[src/rtl/core/lpml_pkg.sv]
// ============================================================================
// lpml_pkg: Shared types for the longest-prefix-match lookup
// Request and response payloads, the stored route format and the sequencer
// states.
// ============================================================================
package lpml_pkg;

    localparam int ADDR_W = 32;
    localparam int LEN_W = 6;
    localparam int HOP_W = 8;
    localparam int SLOT_W = 3;
    localparam logic [LEN_W-1:0] PREFIX_MAX = 6'd32;

    typedef enum logic {
        REQ_LOOKUP = 1'b0,
        REQ_WRITE  = 1'b1
    } lpml_req_kind_t;

    typedef struct packed {
        logic              req_type;
        logic [SLOT_W-1:0] entry_index;
        logic [ADDR_W-1:0] entry_network;
        logic [LEN_W-1:0]  entry_mask_len;
        logic [HOP_W-1:0]  entry_hop;
        logic              entry_valid;
        logic [ADDR_W-1:0] dest_address;
    } lpml_req_t;

    typedef struct packed {
        logic             write_ack;
        logic             hop_found;
        logic [HOP_W-1:0] hop_code;
        logic [LEN_W-1:0] matched_len;
    } lpml_rsp_t;

    typedef struct packed {
        logic [ADDR_W-1:0] network;
        logic [LEN_W-1:0]  mask_len;
        logic [HOP_W-1:0]  hop;
    } lpml_route_t;

    typedef struct packed {
        logic hit;
        logic better;
    } lpml_match_t;

    typedef enum logic [1:0] {
        ST_IDLE,
        ST_SCAN,
        ST_RESULT
    } lpml_state_t;

endpackage

[src/rtl/core/lpml_req_if.sv]
// ============================================================================
// lpml_req_if: Request channel
// Valid/ready channel that carries one lookup or table write item.
// ============================================================================
interface lpml_req_if;
    import lpml_pkg::*;

    logic      valid;
    logic      ready;
    lpml_req_t payload;

    modport source (output valid, output payload, input ready);
    modport sink (input valid, input payload, output ready);
endinterface

[src/rtl/core/lpml_rsp_if.sv]
// ============================================================================
// lpml_rsp_if: Response channel
// Valid/ready channel that carries one result item.
// ============================================================================
interface lpml_rsp_if;
    import lpml_pkg::*;

    logic      valid;
    logic      ready;
    lpml_rsp_t payload;

    modport source (output valid, output payload, input ready);
    modport sink (input valid, input payload, output ready);
endinterface

[src/rtl/core/longest_prefix_match_lookup_top.sv]
// ============================================================================
// longest_prefix_match_lookup_top: IPv4 longest-prefix-match routing table
// Stores routes and answers lookups with the next hop of the longest match.
// ============================================================================
// A write item is stored on acceptance, and its acknowledge is loaded into
// the output register from the result state once that register is free. A
// lookup item is accepted and starts the first table read; then the single RAM
// read port and the single prefix comparator walk the table in index order,
// one route per cycle, and the result state issues the result once the output
// register is free. The request channel is not ready while an item is in work.
// A finished result sits in an output register, so the next request is taken
// while the previous result waits. Route valid bits are flip-flops that reset
// clears, so the table is empty right after reset with no clearing pass.
// Writes to a slot at or beyond TABLE_ENTRIES are acknowledged and dropped.
module longest_prefix_match_lookup_top #(
    parameter int TABLE_ENTRIES = 8
) (
    input logic         clk,
    input logic         rst_n,
    lpml_req_if.sink    req,
    lpml_rsp_if.source  rsp
);
    import lpml_pkg::*;

    localparam int IDX_W = (TABLE_ENTRIES > 1) ? $clog2(TABLE_ENTRIES) : 1;
    localparam int ROUTE_W = $bits(lpml_route_t);

    lpml_state_t        state_reg;
    lpml_state_t        state_next;
    logic [IDX_W-1:0]   scan_idx_reg;
    logic [IDX_W-1:0]   scan_idx_next;
    logic [TABLE_ENTRIES-1:0] valid_reg;
    logic               write_reg;
    logic [ADDR_W-1:0]  dest_reg;
    logic               best_found_reg;
    logic [LEN_W-1:0]   best_len_reg;
    logic [HOP_W-1:0]   best_hop_reg;
    logic               out_valid_reg;
    lpml_rsp_t          out_reg;

    logic               accept;
    logic               start;
    logic               load_out;
    logic               wr_en;
    logic               in_range;
    logic [IDX_W-1:0]   wr_addr;
    logic [IDX_W-1:0]   rd_addr;
    logic [LEN_W-1:0]   len_sat;
    lpml_route_t        wr_route;
    logic [ROUTE_W-1:0] rd_data;
    lpml_route_t        rd_route;
    lpml_match_t        match;

    assign accept = req.valid && req.ready;
    assign in_range = (7'(req.payload.entry_index) < 7'(TABLE_ENTRIES));
    assign wr_en = accept && (req.payload.req_type == REQ_WRITE) && in_range;
    assign wr_addr = IDX_W'(req.payload.entry_index);
    assign len_sat = (req.payload.entry_mask_len > PREFIX_MAX) ? PREFIX_MAX
                                                               : req.payload.entry_mask_len;
    assign wr_route = '{network: req.payload.entry_network,
                        mask_len: len_sat,
                        hop: req.payload.entry_hop};
    assign rd_route = lpml_route_t'(rd_data);

    lpml_ram #(
        .WIDTH(ROUTE_W),
        .DEPTH(TABLE_ENTRIES)
    ) u_route_ram (
        .clk(clk),
        .wr_en(wr_en),
        .wr_addr(wr_addr),
        .wr_data(ROUTE_W'(wr_route)),
        .rd_addr(rd_addr),
        .rd_data(rd_data)
    );

    lpml_match u_match (
        .dest(dest_reg),
        .route(rd_route),
        .route_valid(valid_reg[scan_idx_reg]),
        .best_found(best_found_reg),
        .best_len(best_len_reg),
        .result(match)
    );

    always_comb
    begin
        state_next = state_reg;
        scan_idx_next = scan_idx_reg;
        rd_addr = scan_idx_reg + IDX_W'(1);
        req.ready = 1'b0;
        start = 1'b0;
        load_out = 1'b0;
        case (state_reg)
            ST_IDLE:
            begin
                req.ready = 1'b1;
                rd_addr = '0;
                if (req.valid)
                begin
                    start = 1'b1;
                    scan_idx_next = '0;
                    state_next = (req.payload.req_type == REQ_WRITE) ? ST_RESULT : ST_SCAN;
                end
            end
            ST_SCAN:
            begin
                scan_idx_next = scan_idx_reg + IDX_W'(1);
                if (scan_idx_reg == IDX_W'(TABLE_ENTRIES - 1))
                begin
                    state_next = ST_RESULT;
                end
            end
            ST_RESULT:
            begin
                if (!out_valid_reg || rsp.ready)
                begin
                    load_out = 1'b1;
                    state_next = ST_IDLE;
                end
            end
            default:
            begin
                state_next = ST_IDLE;
            end
        endcase
    end

    always_ff @(posedge clk or negedge rst_n)
    begin
        if (!rst_n)
        begin
            state_reg <= ST_IDLE;
            scan_idx_reg <= '0;
            valid_reg <= '0;
            out_valid_reg <= 1'b0;
            best_found_reg <= 1'b0;
        end
        else
        begin
            state_reg <= state_next;
            scan_idx_reg <= scan_idx_next;
            if (wr_en)
            begin
                valid_reg[wr_addr] <= req.payload.entry_valid;
            end
            if (load_out)
            begin
                out_valid_reg <= 1'b1;
            end
            else if (rsp.ready)
            begin
                out_valid_reg <= 1'b0;
            end
            if (start)
            begin
                best_found_reg <= 1'b0;
            end
            else if ((state_reg == ST_SCAN) && match.better)
            begin
                best_found_reg <= 1'b1;
            end
        end
    end

    always_ff @(posedge clk)
    begin
        if (start)
        begin
            write_reg <= req.payload.req_type;
            dest_reg <= req.payload.dest_address;
            best_len_reg <= '0;
            best_hop_reg <= '0;
        end
        else if ((state_reg == ST_SCAN) && match.better)
        begin
            best_len_reg <= rd_route.mask_len;
            best_hop_reg <= rd_route.hop;
        end
        if (load_out)
        begin
            out_reg.write_ack <= write_reg;
            out_reg.hop_found <= best_found_reg;
            out_reg.hop_code <= best_hop_reg;
            out_reg.matched_len <= best_len_reg;
        end
    end

    assign rsp.valid = out_valid_reg;
    assign rsp.payload = out_reg;

    assert property (@(posedge clk) disable iff (!rst_n)
        accept |=> !req.ready)
        else $error("Request accepted while an item was still in work.");

    assert property (@(posedge clk) disable iff (!rst_n)
        (rsp.valid && rsp.payload.write_ack) |->
            (!rsp.payload.hop_found && (rsp.payload.hop_code == '0)
             && (rsp.payload.matched_len == '0)))
        else $error("Write acknowledge carries lookup data.");

    assert property (@(posedge clk) disable iff (!rst_n)
        (rsp.valid && !rsp.payload.hop_found) |->
            ((rsp.payload.hop_code == '0) && (rsp.payload.matched_len == '0)))
        else $error("Miss result carries a hop or a length.");

    assert property (@(posedge clk) disable iff (!rst_n)
        rsp.valid |-> (rsp.payload.matched_len <= PREFIX_MAX))
        else $error("Matched length exceeds the address width.");

    assert property (@(posedge clk) disable iff (!rst_n)
        (state_reg == ST_RESULT && out_valid_reg && !rsp.ready) |=> (state_reg == ST_RESULT))
        else $error("Result dropped while the output register was full.");
endmodule

[src/rtl/core/lpml_ram.sv]
// ============================================================================
// lpml_ram: Generic simple dual-port RAM
// One write port and one read port with registered read data.
// ============================================================================
module lpml_ram #(
    parameter int WIDTH = 46,
    parameter int DEPTH = 8
) (
    input  logic                                   clk,
    input  logic                                   wr_en,
    input  logic [(DEPTH > 1 ? $clog2(DEPTH) : 1)-1:0] wr_addr,
    input  logic [WIDTH-1:0]                       wr_data,
    input  logic [(DEPTH > 1 ? $clog2(DEPTH) : 1)-1:0] rd_addr,
    output logic [WIDTH-1:0]                       rd_data
);
    logic [WIDTH-1:0] mem_reg [DEPTH];
    logic [WIDTH-1:0] rd_data_reg;

    always_ff @(posedge clk)
    begin
        if (wr_en)
        begin
            mem_reg[wr_addr] <= wr_data;
        end
        rd_data_reg <= mem_reg[rd_addr];
    end

    assign rd_data = rd_data_reg;
endmodule

[src/rtl/core/lpml_match.sv]
// ============================================================================
// lpml_match: Shared prefix comparator
// Compares the leading bits of the destination with one route and decides
// whether that route beats the best match found so far.
// ============================================================================
module lpml_match (
    input  logic [lpml_pkg::ADDR_W-1:0] dest,
    input  lpml_pkg::lpml_route_t       route,
    input  logic                        route_valid,
    input  logic                        best_found,
    input  logic [lpml_pkg::LEN_W-1:0]  best_len,
    output lpml_pkg::lpml_match_t       result
);
    import lpml_pkg::*;

    logic [ADDR_W-1:0] mask;

    // Shifting all ones right by the length leaves exactly the host bits set.
    assign mask = ~({ADDR_W{1'b1}} >> route.mask_len);

    always_comb
    begin
        result.hit = route_valid && (((dest ^ route.network) & mask) == '0);
        result.better = result.hit && (!best_found || (route.mask_len > best_len));
    end
endmodule

[src/flat_wrapper.sv]
// flat-port wrapper written by rule: the top's interface ports become plain ports
module longest_prefix_match_lookup_top_flat import lpml_pkg::*;
#(
    parameter int TABLE_ENTRIES = 8
)
  (clk, rst_n, req_valid, req_payload, req_ready, rsp_valid, rsp_payload, rsp_ready);
  lpml_req_if req_i ();
  lpml_rsp_if rsp_i ();
  input logic clk;
  input logic rst_n;
  input wire logic [$bits(req_i.valid)-1:0] req_valid;
  input wire logic [$bits(req_i.payload)-1:0] req_payload;
  output wire logic [$bits(req_i.ready)-1:0] req_ready;
  output wire logic [$bits(rsp_i.valid)-1:0] rsp_valid;
  output wire logic [$bits(rsp_i.payload)-1:0] rsp_payload;
  input wire logic [$bits(rsp_i.ready)-1:0] rsp_ready;
  assign req_i.valid = req_valid;
  assign req_i.payload = req_payload;
  assign req_ready = req_i.ready;
  assign rsp_valid = rsp_i.valid;
  assign rsp_payload = rsp_i.payload;
  assign rsp_i.ready = rsp_ready;
  longest_prefix_match_lookup_top #(.TABLE_ENTRIES(TABLE_ENTRIES)) u_core (.clk(clk), .rst_n(rst_n), .req(req_i), .rsp(rsp_i));
endmodule
[config.mk]
export PLATFORM = sky130hd
export DESIGN_NAME = longest_prefix_match_lookup_top_flat
export DESIGN_NICKNAME = d
export VERILOG_FILES = /design/src/rtl/core/lpml_pkg.sv /design/src/rtl/core/lpml_req_if.sv /design/src/rtl/core/lpml_rsp_if.sv /design/src/rtl/core/longest_prefix_match_lookup_top.sv /design/src/rtl/core/lpml_ram.sv /design/src/rtl/core/lpml_match.sv /design/src/flat_wrapper.sv
export SDC_FILE = /design/constraint.sdc
export NUM_CORES = 1
export LEC_CHECK = 0
export BUFFER_PORTS_ARGS = -buffer_cell sky130_fd_sc_hd__buf_4
export CAP_MARGIN = 20
export CORE_MARGIN = 2
export CORE_UTILIZATION = 45
export DETAILED_ROUTE_END_ITERATION = 10
export SYNTH_ARGS = -nofsm -noshare
export SYNTH_HDL_FRONTEND = slang
export SYNTH_SLANG_ARGS = --single-unit
[constraint.sdc]
create_clock -name clk -period 9.16 [get_ports clk]
set_input_delay 0.916 -clock clk [delete_from_list [all_inputs] [get_ports clk]]
set_output_delay 0.916 -clock clk [all_outputs]
set_load 0.03 [all_outputs]
==> flow_summary.toml <==
[outcome]
status = "complete, no violations"

[final_layout]
nets = 1401
drive_above_1_share = 0.203
diodes = 0
multiInputGateArea_mm2 = 0.00451
largest_register_ffs = 368
area_growth_pct = 15.6
fillers = 3401
utilization = 0.525
regArea_mm2 = 0.0141

[synth]
ys_ff_latch = 492
synth_area_per_cell_um2 = 15.8
synth_top_area_frac = 0.659
synth_ff_type = "edfxtp_1"
yosys_warnings = 0
yosys-top-cells-area = "edfxtp_1 66%, dfxtp_1 6.3%, mux4_2 5.7%"
synth_fp_nets = 1296
yosysTopAreaCell = "edfxtp_1"
syn_area_mm2 = 0.0190
ys_top_cells_by_count = "417 x edfxtp_1, 104 x nand2_1, 71 x a21oi_1"
synth_cell_type_count = 57
seq_area_frac_synth = 0.742
synth.most_common_cell = "edfxtp_1"
async_flop_share = 0.0305
synth_cells = 1201
synth_edf_count = 417

[critical_path]
worstSetupStartpoint = "u_core.scan_idx_reg[0]$_DFFE_PN0P_"
r2r-end = "u_core.u_route_ram.rd_data[20]$_DFF_P_"
critPathKind = "reg2reg"
crit_arrival_ps = 4400
reg2reg_depth = 6
r2r_setup_slack_ps = 5170
path_max_fanout = 75
required_ps = 9570
cp-start-kind = "flop"
crit_path_end = "u_core.u_route_ram.rd_data[20]$_DFF_P_"
reg2reg_from = "u_core.scan_idx_reg[0]$_DFFE_PN0P_"
endpoint_kind = "flop"

[timing]
slew_headroom = 0.313
hold_ws_ps = 186
period_share = 0.436
worst_pin_slew_ps = 1030
setup_viol = 0
final.setup_skew_ps = 15.0
slew_viol_final = 0
period_needed_ps = 3990
rsz0062_at_grt = "no"
timing.fmax_mhz = 251
fin_setup_tns_ps = 0
final-hold-violation-count = 0

[clocking]
cts_setup_buffers = 0
clk_path_buf_depth = 3
cts_num_sinks = 492
root_buffer = "clkbuf_16"
cts_tree = "built"
clkLatencyLatePin_ps = 580
cts_resized = 0
htree_num_levels = 2
ctsHoldBuffers = 0
numCtsBuffers = 50
clkSlewWorstSetupHoldPaths_ps = 60

[global_routing]
grt_pass1_vias = 10600
grt_pass1_wl_um = 64700
antenna_found_initial = 0
grt_overflow = 0
grt_max_degree = 93
grtUsageTotal = 0.199

[route]
firstDrtPassIters = 5
drt_wl_total_um = 42800
drc = 0
vias_per_cell = 5.58
drtAntennaViolNets = 0
first_iter_violations = 723
dr_total_vias = 10500
wl_per_cell_um = 22.7

[placed_design]
gp_congestion = 0.816
io_buffers = 104
place_hpwl_um = 23100

[power_and_ir_drop]
powerDensity_mw_per_mm2 = 298
ir_worst_vdd_v = 0.000235
leakage_nw = 7.55

[die]
die_y_um = 210
pin_count = 105
initial_utilization = 0.454
num_rows = 75
die_area_mm2 = 0.0439
die_w_um = 210
core_area_mm2 = 0.0419

[job]
drv_cap = 0

[worst_hold_path]
hold_path.class = "in2async"
## report_power, final
group / internal (mW) / total, mW / switching [mW]
clock: 1.13 / 1.94 / 0.812
sequential: 2.65 / 2.87 / 0.215
combinational: 0.710 / 1.75 / 1.04
total: 4.49 / 6.56 / 2.06
## per-stage QoR
stage | power [mW] | cells | setup slack (ps) | instance area [um^2]
global placement | 4.65 | 1792 | 5060 | 20400
floorplan | 4.08 | 1201 | 3850 | 19000
global route | 6.90 | 1886 | 4770 | 22000
finish | 6.56 | 1886 | 5170 | 22000
detailed placement | 4.68 | 1793 | 5010 | 20400
CTS | 6.63 | 1886 | 4980 | 22000
## area by class of cell
cell class	instances	area share
flip-flops and latches	492	0.642
well taps	539	0.0307
multi-input cells	583	0.205
clock inverters	23	0.00848
repair buffers	123	0.0420
clock buffers	70	0.0627
inverters	56	0.00956
## worst min-delay path by stage
stage | end | slack (ps) | cells past startpoint | start
3_3_place_gp | u_core.rsp.payload[15]$_DFFE_PP_ | 410 | 0 | u_core.write_reg$_DFFE_PP_
3_5_place_dp | u_core.rsp.payload[15]$_DFFE_PP_ | 410 | 0 | u_core.write_reg$_DFFE_PP_
5_1_grt | u_core.state_reg[0]$_DFFE_PN0P_ | 190 | 1 | rst_n
6_report | u_core.state_reg[0]$_DFFE_PN0P_ | 190 | 1 | rst_n
2_1_floorplan | u_core.rsp.payload[15]$_DFFE_PP_ | 400 | 0 | u_core.write_reg$_DFFE_PP_
4_1_cts | u_core.state_reg[0]$_DFFE_PN0P_ | 160 | 1 | rst_n
## critical path, cell delays in order, from the launching register on
cell	delay [ps]
dfrtp_4	1010
buf_4	810
or2_4	440
buf_4	710
mux4_2	610
nand2_1	80
o21ai_0	80
## layout by cell type, fill, tap and decap left out, types with 9 or more instances in the layout
cell type,instances
edfxtp_1,417
buf_4,123
nand2_1,103
a21oi_1,71
o21ai_0,62
dfxtp_1,60
inv_1,56
clkbuf_16,51
mux4_2,48
mux2i_1,46
o221ai_1,46
nor3_1,44
xnor2_1,21
nand3_1,18
clkbuf_1,16
nor2_1,14
dfrtp_1,14
clkinv_2,13
xor2_1,11
nor2b_1,10
mux2_2,10
o21ai_1,9
## kinds of logic (layout without fill, tap and decap cells)
| group | count (synthesis) | in the layout | synth area share |
|---|---|---|---|
| AND/OR/NAND/NOR | 224 | 224 | 0.0552 |
| XOR/XNOR | 32 | 32 | 0.0147 |
| flip-flops | 492 | 492 | 0.742 |
| buffers and inverters | 126 | 272 | 0.0259 |
| multiplexers | 104 | 104 | 0.0870 |
| AO/OA/AOI/OAI | 214 | 214 | 0.0696 |
| adder cells (fa/ha/maj) | 9 | 9 | 0.00579 |
## metal layers
layer / wire length, um / global-route usage / vias to the layer above
met5: 0 / 0 / -
met4: 1350 / 0.0785 / 0
met3: 2160 / 0.0337 / 78
met2: 19800 / 0.313 / 286
met1: 19500 / 0.279 / 5339
li1: - / - / 4814
Note: power is estimated with default switching activity, not from simulation.
